--- src/hw/rtl/tlru_pkg.sv ---
// Shared constants and elaboration-time helpers for the true-LRU permutation update.
// No dependencies.
`timescale 1ns / 1ps
`default_nettype none

package tlru_pkg;

    localparam int MAX_WAYS = 8;

    function automatic int tlru_fact(input int n);
        int r;
        r = 1;
        for (int i = 2; i <= n; i++)
        begin
            r = r * i;
        end
        return r;
    endfunction

endpackage

`default_nettype wire

--- src/hw/rtl/tlru_dec_stage.sv ---
// One pipeline stage of the rank decoder: peels one factorial digit and places one way.
// Depends on tlru_pkg.
`timescale 1ns / 1ps
`default_nettype none

module tlru_dec_stage #(
    parameter int WAYS = 4,
    parameter int POS  = 0
) (
    input  wire logic                                              clk,
    input  wire logic                                              rst_n,
    input  wire logic                                              en,
    input  wire logic                                              up_valid,
    input  wire logic                                              up_bad,
    input  wire logic [$clog2(tlru_pkg::tlru_fact(WAYS))-1:0]      up_rem,
    input  wire logic [$clog2(WAYS)-1:0]                           up_way,
    input  wire logic [WAYS-1:0]                                   up_taken,
    input  wire logic [WAYS-1:0][$clog2(WAYS)-1:0]                 up_perm,
    input  wire logic [WAYS-1:0][$clog2(WAYS)-1:0]                 up_dig,
    output logic                                                   dn_valid,
    output logic                                                   dn_bad,
    output logic [$clog2(tlru_pkg::tlru_fact(WAYS))-1:0]           dn_rem,
    output logic [$clog2(WAYS)-1:0]                                dn_way,
    output logic [WAYS-1:0]                                        dn_taken,
    output logic [WAYS-1:0][$clog2(WAYS)-1:0]                      dn_perm,
    output logic [WAYS-1:0][$clog2(WAYS)-1:0]                      dn_dig
);
    import tlru_pkg::*;

    localparam int SW     = $clog2(tlru_fact(WAYS));
    localparam int WW     = $clog2(WAYS);
    localparam int WEIGHT = tlru_fact(WAYS - 1 - POS);
    localparam int NDIG   = WAYS - 1 - POS;

    logic                         valid_reg;
    logic                         valid_next;
    logic                         bad_reg;
    logic [SW-1:0]                rem_reg;
    logic [SW-1:0]                rem_next;
    logic [WW-1:0]                way_reg;
    logic [WAYS-1:0]              taken_reg;
    logic [WAYS-1:0]              taken_next;
    logic [WAYS-1:0][WW-1:0]      perm_reg;
    logic [WAYS-1:0][WW-1:0]      perm_next;
    logic [WAYS-1:0][WW-1:0]      dig_reg;
    logic [WAYS-1:0][WW-1:0]      dig_next;
    logic [WW-1:0]                digit;
    logic [SW-1:0]                sub;
    logic [WW-1:0]                sel;
    logic [WW-1:0]                cnt;
    logic                         found;

    always_comb
    begin
        digit = '0;
        sub   = '0;
        for (int k = 1; k <= NDIG; k++)
        begin
            if (up_rem >= SW'(k * WEIGHT))
            begin
                digit = WW'(k);
                sub   = SW'(k * WEIGHT);
            end
        end
        rem_next = up_rem - sub;

        cnt   = '0;
        found = 1'b0;
        sel   = '0;
        for (int k = 0; k < WAYS; k++)
        begin
            if (!up_taken[k] && !found)
            begin
                if (cnt == digit)
                begin
                    sel   = WW'(k);
                    found = 1'b1;
                end
                else
                begin
                    cnt = cnt + 1'b1;
                end
            end
        end

        taken_next      = up_taken;
        taken_next[sel] = 1'b1;
        perm_next       = up_perm;
        perm_next[POS]  = sel;
        dig_next        = up_dig;
        dig_next[POS]   = digit;
        valid_next      = en ? up_valid : valid_reg;
    end

    always_ff @(posedge clk or negedge rst_n)
    begin
        if (!rst_n)
        begin
            valid_reg <= 1'b0;
        end
        else
        begin
            valid_reg <= valid_next;
        end
    end

    always_ff @(posedge clk)
    begin
        if (en)
        begin
            bad_reg   <= up_bad;
            rem_reg   <= rem_next;
            way_reg   <= up_way;
            taken_reg <= taken_next;
            perm_reg  <= perm_next;
            dig_reg   <= dig_next;
        end
    end

    assign dn_valid = valid_reg;
    assign dn_bad   = bad_reg;
    assign dn_rem   = rem_reg;
    assign dn_way   = way_reg;
    assign dn_taken = taken_reg;
    assign dn_perm  = perm_reg;
    assign dn_dig   = dig_reg;

endmodule

`default_nettype wire

--- src/hw/rtl/true_lru_permutation_update_core.sv ---
// Pipeline: WAYS decode stages, then one reorder stage, then one re-encode stage
// that is also the output register.
// Throughput: one transaction per cycle; the whole pipeline holds while a result
// waits under out_stall. Reset clears all valid bits; payload registers are not reset.
// Top level of the true-LRU permutation update; depends on tlru_pkg and tlru_dec_stage.
`timescale 1ns / 1ps
`default_nettype none

module true_lru_permutation_update_core #(
    parameter int WAYS = 4
) (
    input  wire logic                                          clk,
    input  wire logic                                          rst_n,
    input  wire logic                                          in_valid,
    output logic                                               in_stall,
    input  wire logic [$clog2(tlru_pkg::tlru_fact(WAYS))-1:0]  state_code,
    input  wire logic [$clog2(WAYS)-1:0]                       used_way,
    output logic                                               out_valid,
    input  wire logic                                          out_stall,
    output logic [$clog2(tlru_pkg::tlru_fact(WAYS))-1:0]       next_state_code,
    output logic [$clog2(WAYS)-1:0]                            lru_way
);
    import tlru_pkg::*;

    localparam int SW     = $clog2(tlru_fact(WAYS));
    localparam int WW     = $clog2(WAYS);
    localparam int NPERMS = tlru_fact(WAYS);

    logic                             en;
    logic [WAYS:0]                    s_valid;
    logic [WAYS:0]                    s_bad;
    logic [WAYS:0][SW-1:0]            s_rem;
    logic [WAYS:0][WW-1:0]            s_way;
    logic [WAYS:0][WAYS-1:0]          s_taken;
    logic [WAYS:0][WAYS-1:0][WW-1:0]  s_perm;
    logic [WAYS:0][WAYS-1:0][WW-1:0]  s_dig;

    logic                             rv_reg;
    logic                             rv_next;
    logic                             rbad_reg;
    logic [WW-1:0]                    rlru_reg;
    logic [WAYS-1:0][WW-1:0]          rdig_reg;
    logic [WAYS-1:0][WW-1:0]          rdig_next;
    logic                             seen;
    logic [WAYS-1:0]                  ahead;

    logic                             ov_reg;
    logic                             ov_next;
    logic [SW-1:0]                    code_reg;
    logic [SW-1:0]                    code_next;
    logic [WW-1:0]                    lru_reg;
    logic [WW-1:0]                    lru_next;
    logic [SW-1:0]                    acc;

    assign en       = !(ov_reg && out_stall);
    assign in_stall = !en;

    assign s_valid[0] = in_valid;
    assign s_bad[0]   = ({1'b0, state_code} >= (SW + 1)'(NPERMS))
                        || ({1'b0, used_way} >= (WW + 1)'(WAYS));
    assign s_rem[0]   = state_code;
    assign s_way[0]   = used_way;
    assign s_taken[0] = '0;
    assign s_perm[0]  = '0;
    assign s_dig[0]   = '0;

    for (genvar p = 0; p < WAYS; p++)
    begin : g_dec
        tlru_dec_stage #(
            .WAYS (WAYS),
            .POS  (p)
        ) u_stage (
            .clk      (clk),
            .rst_n    (rst_n),
            .en       (en),
            .up_valid (s_valid[p]),
            .up_bad   (s_bad[p]),
            .up_rem   (s_rem[p]),
            .up_way   (s_way[p]),
            .up_taken (s_taken[p]),
            .up_perm  (s_perm[p]),
            .up_dig   (s_dig[p]),
            .dn_valid (s_valid[p + 1]),
            .dn_bad   (s_bad[p + 1]),
            .dn_rem   (s_rem[p + 1]),
            .dn_way   (s_way[p + 1]),
            .dn_taken (s_taken[p + 1]),
            .dn_perm  (s_perm[p + 1]),
            .dn_dig   (s_dig[p + 1])
        );
    end

    // move the used way to the front: shifted digits lose one where the used way was smaller
    always_comb
    begin
        seen = 1'b0;
        for (int i = 0; i < WAYS; i++)
        begin
            seen     = seen || (s_perm[WAYS][i] == s_way[WAYS]);
            ahead[i] = !seen;
        end
        rdig_next    = s_dig[WAYS];
        rdig_next[0] = s_way[WAYS];
        for (int i = 0; i < WAYS - 1; i++)
        begin
            if (ahead[i])
            begin
                rdig_next[i + 1] = s_dig[WAYS][i]
                                   - WW'(s_way[WAYS] < s_perm[WAYS][i]);
            end
        end
        rv_next = en ? s_valid[WAYS] : rv_reg;
    end

    always_comb
    begin
        acc = '0;
        for (int i = 0; i < WAYS; i++)
        begin
            acc = acc + SW'(rdig_reg[i]) * SW'(tlru_fact(WAYS - 1 - i));
        end
        code_next = rbad_reg ? '0 : acc;
        lru_next  = rbad_reg ? '0 : rlru_reg;
        ov_next   = en ? rv_reg : ov_reg;
    end

    always_ff @(posedge clk or negedge rst_n)
    begin
        if (!rst_n)
        begin
            rv_reg <= 1'b0;
            ov_reg <= 1'b0;
        end
        else
        begin
            rv_reg <= rv_next;
            ov_reg <= ov_next;
        end
    end

    always_ff @(posedge clk)
    begin
        if (en)
        begin
            rbad_reg <= s_bad[WAYS];
            rlru_reg <= s_perm[WAYS][WAYS - 1];
            rdig_reg <= rdig_next;
            code_reg <= code_next;
            lru_reg  <= lru_next;
        end
    end

    assign out_valid       = ov_reg;
    assign next_state_code = code_reg;
    assign lru_way         = lru_reg;

endmodule

`default_nettype wire
--- config.mk ---
export PLATFORM = sky130hd
export DESIGN_NAME = true_lru_permutation_update_core
export DESIGN_NICKNAME = d
export VERILOG_FILES = /design/src/hw/rtl/tlru_pkg.sv /design/src/hw/rtl/tlru_dec_stage.sv /design/src/hw/rtl/true_lru_permutation_update_core.sv
export SDC_FILE = /design/constraint.sdc
export NUM_CORES = 1
export LEC_CHECK = 0
export BUFFER_PORTS_ARGS = -buffer_cell sky130_fd_sc_hd__buf_2
export CAP_MARGIN = 10
export CORE_UTILIZATION = 49
export DETAILED_ROUTE_END_ITERATION = 16
export HOLD_SLACK_MARGIN = 0.02
export PLACE_DENSITY = 0.66
export SYNTH_ARGS = -nofsm -noshare
export SYNTH_HDL_FRONTEND = slang
export SYNTH_SLANG_ARGS = --single-unit
--- constraint.sdc ---
create_clock -name clk -period 3.59 [get_ports clk]
set_clock_uncertainty 0.2 [all_clocks]
set_input_delay 0.5385 -clock clk [delete_from_list [all_inputs] [get_ports clk]]
set_output_delay 0.5385 -clock clk [all_outputs]
set_load 0.01 [all_outputs]
* Word level (Yosys, flattened, before mapping)
Index checks and enable logic that the tools add are counted.
** Storage, ports and cells
- Flip-flop bits (word level) :: 96
- Bits of input ports :: 11
- Output and inout bits :: 9
- Logic and storage cells :: 204
** Operators by class
- Add/sub/neg operators :: 14
- Multipliers :: 1
- $lt $le $gt $ge :: 16
- Eq/ne operators :: 12
- Multiplexer cells :: 76
- Bitwise logic cells :: 2
- Reduce and logical (&&, ||, !) cells :: 36
** Operators by type and width (number)
- $mux 2 :: 35
- $mux 1 :: 34
- $eq 2x2->1 :: 11
- $logic_not 1->1 :: 17
- $mux 5 :: 3
- $logic_and 1x1->1 :: 13
- $add 2x1->2 const B :: 5
- $add 5x2->5 :: 2
- $ge 5x3->1 const B :: 2
- $ge 5x5->1 const B :: 2
- $sub 5x5->5 :: 2
- $lt 2x3->1 const B :: 3
- $or 4x4->4 :: 2
- $demux 1 s2 :: 3
- $ge 2x1->1 const B :: 3
- $logic_not 2->1 :: 3
- $lt 2x2->1 :: 3
- $sub 2x1->2 :: 3
- $add 5x3->5 :: 1
- $ge 5x1->1 const B :: 1
- $ge 5x2->1 const B :: 1
- $ge 5x4->1 const B :: 1
- $mul 2x2->4 const B :: 1
- $mux 3 :: 1
- 4 further kinds :: 5

* Longest topological paths before layout
- Depth after elaboration :: 20
- Gate-level depth with buffers :: 9
- Depth with buffers taken out :: 9

* By module
From an unflattened synthesis, not the netlist that was laid out.
** Second synthesis, totals
- Cell total of the unflattened synthesis :: 378
- Area, all modules :: 5719.2 um^2
** Modules (own cells, without submodules)
- tlru_dec_stage at g_dec[0].u_stage :: instances 1, cells each 86, area an instance 1273.7 um^2, sequential area each 865.8 um^2
- tlru_dec_stage at g_dec[1].u_stage :: instances 1, cells each 84, area an instance 1229.9 um^2, sequential area each 865.8 um^2
- true_lru_permutation_update_core :: instances 1, cells each 97, area an instance 1192.4 um^2, sequential area each 590.6 um^2
- tlru_dec_stage at g_dec[2].u_stage :: instances 1, cells each 72, area an instance 1136.1 um^2, sequential area each 835.8 um^2
- tlru_dec_stage at g_dec[3].u_stage :: instances 1, cells each 39, area an instance 887.1 um^2, sequential area each 805.8 um^2

* Worst setup path before layout
Ideal clock, no wire load.
- Path type :: in2out
- From :: in out_stall
- To :: out in_stall
- Arrival :: 2856 ps
- Data required time :: 2852 ps
- Setup slack :: -4 ps
- Cell stages on the path :: 2
- Buffers on the path :: 0
- Path through :: nand2_1 -> inv_1
** Between the ends
- Word-level cells in the longest chain between the ends :: 1
** RTL lines
- from (decl) :: line true_lru_permutation_update_core.sv:19 : input wire logic out_stall,
- $logic_and 1x1->1 :: line true_lru_permutation_update_core.sv:55 : assign en = !(ov_reg && out_stall);
- to (decl) :: line true_lru_permutation_update_core.sv:15 : output logic in_stall,
Every way passes these cells.

* Final worst setup path
- From :: reg rdig_reg[0] (netlist name)
- To :: reg code_reg[4], in the netlist next_state_code[4] (data pin)
** Between the ends
- Word-level cells in the longest chain between the ends :: 4
** RTL lines
- from (decl) :: line true_lru_permutation_update_core.sv:42 : logic [WAYS-1:0][WW-1:0] rdig_reg;
- from (signal assigned) :: line true_lru_permutation_update_core.sv:147 : rdig_reg <= rdig_next;
- $mul 2x2->4 :: line true_lru_permutation_update_core.sv:120 : acc = acc + SW'(rdig_reg[i]) * SW'(tlru_fact(WAYS - 1 - i));
- $add 5x3->5 :: line true_lru_permutation_update_core.sv:120
- $add 5x2->5 (2 in a row) :: line true_lru_permutation_update_core.sv:120
- to (signal assigned) :: line true_lru_permutation_update_core.sv:148 : code_reg <= code_next;
- to (decl) :: line true_lru_permutation_update_core.sv:49 : logic [SW-1:0] code_reg;
Every way passes these cells.
A chain may end at the register's enable or synchronous reset.

==> run_results.csv <==
group,metric,value,unit
critical_path,timing.critical_path.from_type,"flip-flop",
clock_network,number_of_h_tree_levels,3,
layout,syn2layout_area_growth,10.15,%
timing,grt_setup_unrepaired,"no",
critical_path,critPathLaunch,"rdig_reg[0]",
synth,ys_warn_count,0,
clock_network,clkTransAtPathRegs,90,ps
hold_path,hold_class,"input port to flip-flop",
routing,wl_met3,150,µm
place,port_buffers,19,
routing,postRouteAntennaNets,0,
die,die_width,93.95,µm
routing,drc,0,
grt,initial_antenna_violation_count,0,
clock_network,worst_skew_pair.late_latency,350,ps
timing,final_period_minus_worst_setup_slack,2505,ps
layout,final_nets,350,
routing,first_pass_iters,6,
die,core,8217,µm²
routing,detailroute.wirelength.met2,2672,µm
critical_path,critical_path_required,3500,ps
timing,timing_max_transition_violations_final,0,
die,design.die.area,8827,µm²
grt,grt_start_max_net_pins,75,
timing,timing_hold_violations_final,0,
timing,worstMarginPinSlew,509.5,ps
clock_network,ctsResizeCount,0,
routing,mean_routed_wirelength_per_cell,12.40,µm
clock_network,number_of_buffers_inserted_to_repair_setup_after_cts,0,
power_and_ir_drop,power_density,825.4,nW/µm²
timing,post-route-period-util,69.78,%
routing,highest_routed_layer,"met4",
routing,met1_length,2334,µm
synth,synth.avg_cell_area,14.49,µm²
clock_network,clockBufferDepth,2,
routing,initialDrtViolationCount,112,
critical_path,setup.worst_path.class,"flip-flop to flip-flop",
clock_network,tritoncts_num_sinks,94,
timing,highest_clock_frequency_the_design_can_meet,399.2,MHz
hold_path,min_from,"state_code[0]",
power_and_ir_drop,internal_power,2.608,mW
synth,edff_count_synth,88,
layout,drive_gt1_share,15.77,%
routing,routed_wirelength,5234,µm
routing,routed_via_density,5.126,
critical_path,critical_path.max_fanout,6,
clock_network,cts-root-buf,"sky130_fd_sc_hd__clkbuf_8",
grt,grtUsageTotal,14.08,%
critical_path,regToRegStartpoint,"rdig_reg[0]",
grt,grt_overflow_total,0,
timing,slew-limit-headroom,65.83,%
critical_path,cp.arrival,2410,ps
power_and_ir_drop,p_sw,1.158,mW
die,start_util,50.42,%
grt,number_of_global_route_vias_before_repair,2076,
layout,fill_cells,662,
synth,register_bit_count_reported_by_yosys,94,
synth,ys.flop_type,"sky130_fd_sc_hd__edfxtp_1",
die,row_count,33,
synth,ys_seq_area_share,67.41,%
layout,antennaDiodeCount,0,
run,maxCapViolations,0,
power_and_ir_drop,total_leakage_power,1.811,nW
timing,setup-tns-final,0,ps
critical_path,end_kind,"flip-flop",
clock_network,tritoncts,"done",
layout,largest_reg_flops,20,
layout,final_util,55.54,%
place,place_hpwl,3434,µm
power_and_ir_drop,peakVddDrop,304.7,µV
power_and_ir_drop,power,3.766,mW
synth,syn_area,4143,µm²
clock_network,cts-buffers-inserted,9,
place,pre_cts_setup_slack,961.3,ps
status,status,"finished, final reports clean",
die,die_height,93.95,µm
synth,netlist-cell-type-count,43,
die,ios,20,
place,routabilityCongestion,0.8075,
timing,final_critical_path_setup_slack,1085,ps
grt,first_pass_grt_wire_length,9190,µm
synth,synth.net_count,324,
power_and_ir_drop,relative_contribution_of_the_clock_network_to_total_power,19.0,%
timing,finalSetupViolCount,0,
power_and_ir_drop,sequentialPowerShare,52.1,%
routing,routed-via-count,2163,
power_and_ir_drop,switching_share,30.75,%
synth,synth_cells,286,
synth,async_reset_ff_share,6.383,%
power_and_ir_drop,power_frac_comb,28.9,%
-- cells in the final DEF, fill, tap and decap left out, types with 2 or more instances in the layout --
cell type                   instances
sky130_fd_sc_hd__o21ai_0            8
sky130_fd_sc_hd__a211oi_1           2
sky130_fd_sc_hd__dfrtp_1            6
sky130_fd_sc_hd__edfxtp_1          88
sky130_fd_sc_hd__and2_1             3
sky130_fd_sc_hd__nor2b_1            5
sky130_fd_sc_hd__mux2_2             6
sky130_fd_sc_hd__nor2_1            18
sky130_fd_sc_hd__a21o_1             4
sky130_fd_sc_hd__o211ai_1           4
sky130_fd_sc_hd__a21oi_1           18
sky130_fd_sc_hd__xnor2_1            8
sky130_fd_sc_hd__ha_1              23
sky130_fd_sc_hd__buf_2             19
sky130_fd_sc_hd__clkbuf_8           9
sky130_fd_sc_hd__nand2b_1           6
sky130_fd_sc_hd__or2_2              3
sky130_fd_sc_hd__nand2_1           12
sky130_fd_sc_hd__xor2_1             6
sky130_fd_sc_hd__inv_1             29
sky130_fd_sc_hd__a31oi_1            4
sky130_fd_sc_hd__and3_1             2
sky130_fd_sc_hd__inv_6              3
sky130_fd_sc_hd__o2bb2ai_1          2
sky130_fd_sc_hd__fa_1               4
-- per-stage QoR --
| stage | instance area, µm² | hold slack [ps] | std cells |
|---|---|---|---|
| 6_report | 4563 | 155.7 | 422 |
| 5_1_grt | 4563 | 125.8 | 422 |
| 4_1_cts | 4563 | 133.0 | 422 |
| 3_5_place_dp | 4349 | 168.1 | 405 |
| 3_3_place_gp | 4349 | 165.5 | 405 |
| 2_1_floorplan | 4145 | 42.91 | 286 |
-- power groups by stage --
stage                     clock, mW  combinational, mW  sequential (mW)
after floorplan                   0              0.895             1.94
after global placement            0               1.07             1.98
after detailed placement          0               1.11             2.00
after CTS                     0.741               1.11             1.97
after global routing          0.780               1.28             2.02
final                         0.715               1.09             1.96
-- metal layers --
layer | up-vias | global-route usage [%]
met3 | 7 | 4.854
met1 | 1042 | 16.17
met4 | 0 | 6.795
li1 | 1085 | -
met2 | 29 | 23.48
met5 | - | 0
-- final timing paths --
path / end / slack (ps) / depth (start not counted)
max: next_state_code[4] / 1080 / 9
min: g_dec[0].u_stage.dn_rem[0] / 160 / 1
min in group asynchronous: out_valid / 330 / 2
min reg2reg: g_dec[3].u_stage.dn_dig[2] / 220 / 0
max in group asynchronous: g_dec[3].u_stage.dn_valid / 2720 / 2
max reg2reg: next_state_code[4] / 1080 / 9
-- worst max-delay path, stage by stage (launching register included) --
cell,delay [ps]
sky130_fd_sc_hd__edfxtp_1,510
sky130_fd_sc_hd__inv_1,80
sky130_fd_sc_hd__ha_1,280
sky130_fd_sc_hd__inv_1,40
sky130_fd_sc_hd__ha_1,270
sky130_fd_sc_hd__ha_1,350
sky130_fd_sc_hd__a21o_1,170
sky130_fd_sc_hd__a21oi_1,160
sky130_fd_sc_hd__xor2_1,150
sky130_fd_sc_hd__nor2_1,50
-- kinds of logic after synthesis --
kind of cell             count (synthesis)  share of synthesized area (%)
buffers and inverters                   36                          3.866
multiplexers                             7                          1.872
XOR/XNOR                                14                          2.960
adder cells (fa/ha/maj)                 27                          8.880
AND/OR/NAND/NOR                         57                          7.007
AO/OA/AOI/OAI                           51                          8.004
flip-flops                              94                          67.41
-- what timing repair did --
item,in CTS,in global routing
hold endpoints to repair,6,0
hold buffers,1,0
setup endpoints to repair,0,0
-- synthesized netlist by cell type (all sizes together), types with 5 or more instances --
library cell | count | area share, %
a21oi | 18 | 2.2
dfrtp | 6 | 3.6
edfxtp | 88 | 64
ha | 23 | 6.9
inv | 30 | 2.7
mux2 | 6 | 1.6
nand2 | 13 | 1.2
nand2b | 6 | 0.91
nor2 | 18 | 1.6
nor2b | 5 | 0.76
o21ai | 8 | 0.97
xnor2 | 8 | 1.7
xor2 | 6 | 1.3
-- final cells by class --
type	instances	area (µm²)	share of cell area, %
repair buffers	21	125.1	2.742
well taps	105	131.4	2.879
flip-flops and latches	94	2793	61.20
multi-input cells	156	1197	26.24
clock buffers	10	127.6	2.797
inverters	30	112.6	2.468
clock inverters	6	76.32	1.673
No activity file was read; power rests on OpenSTA's default activity.
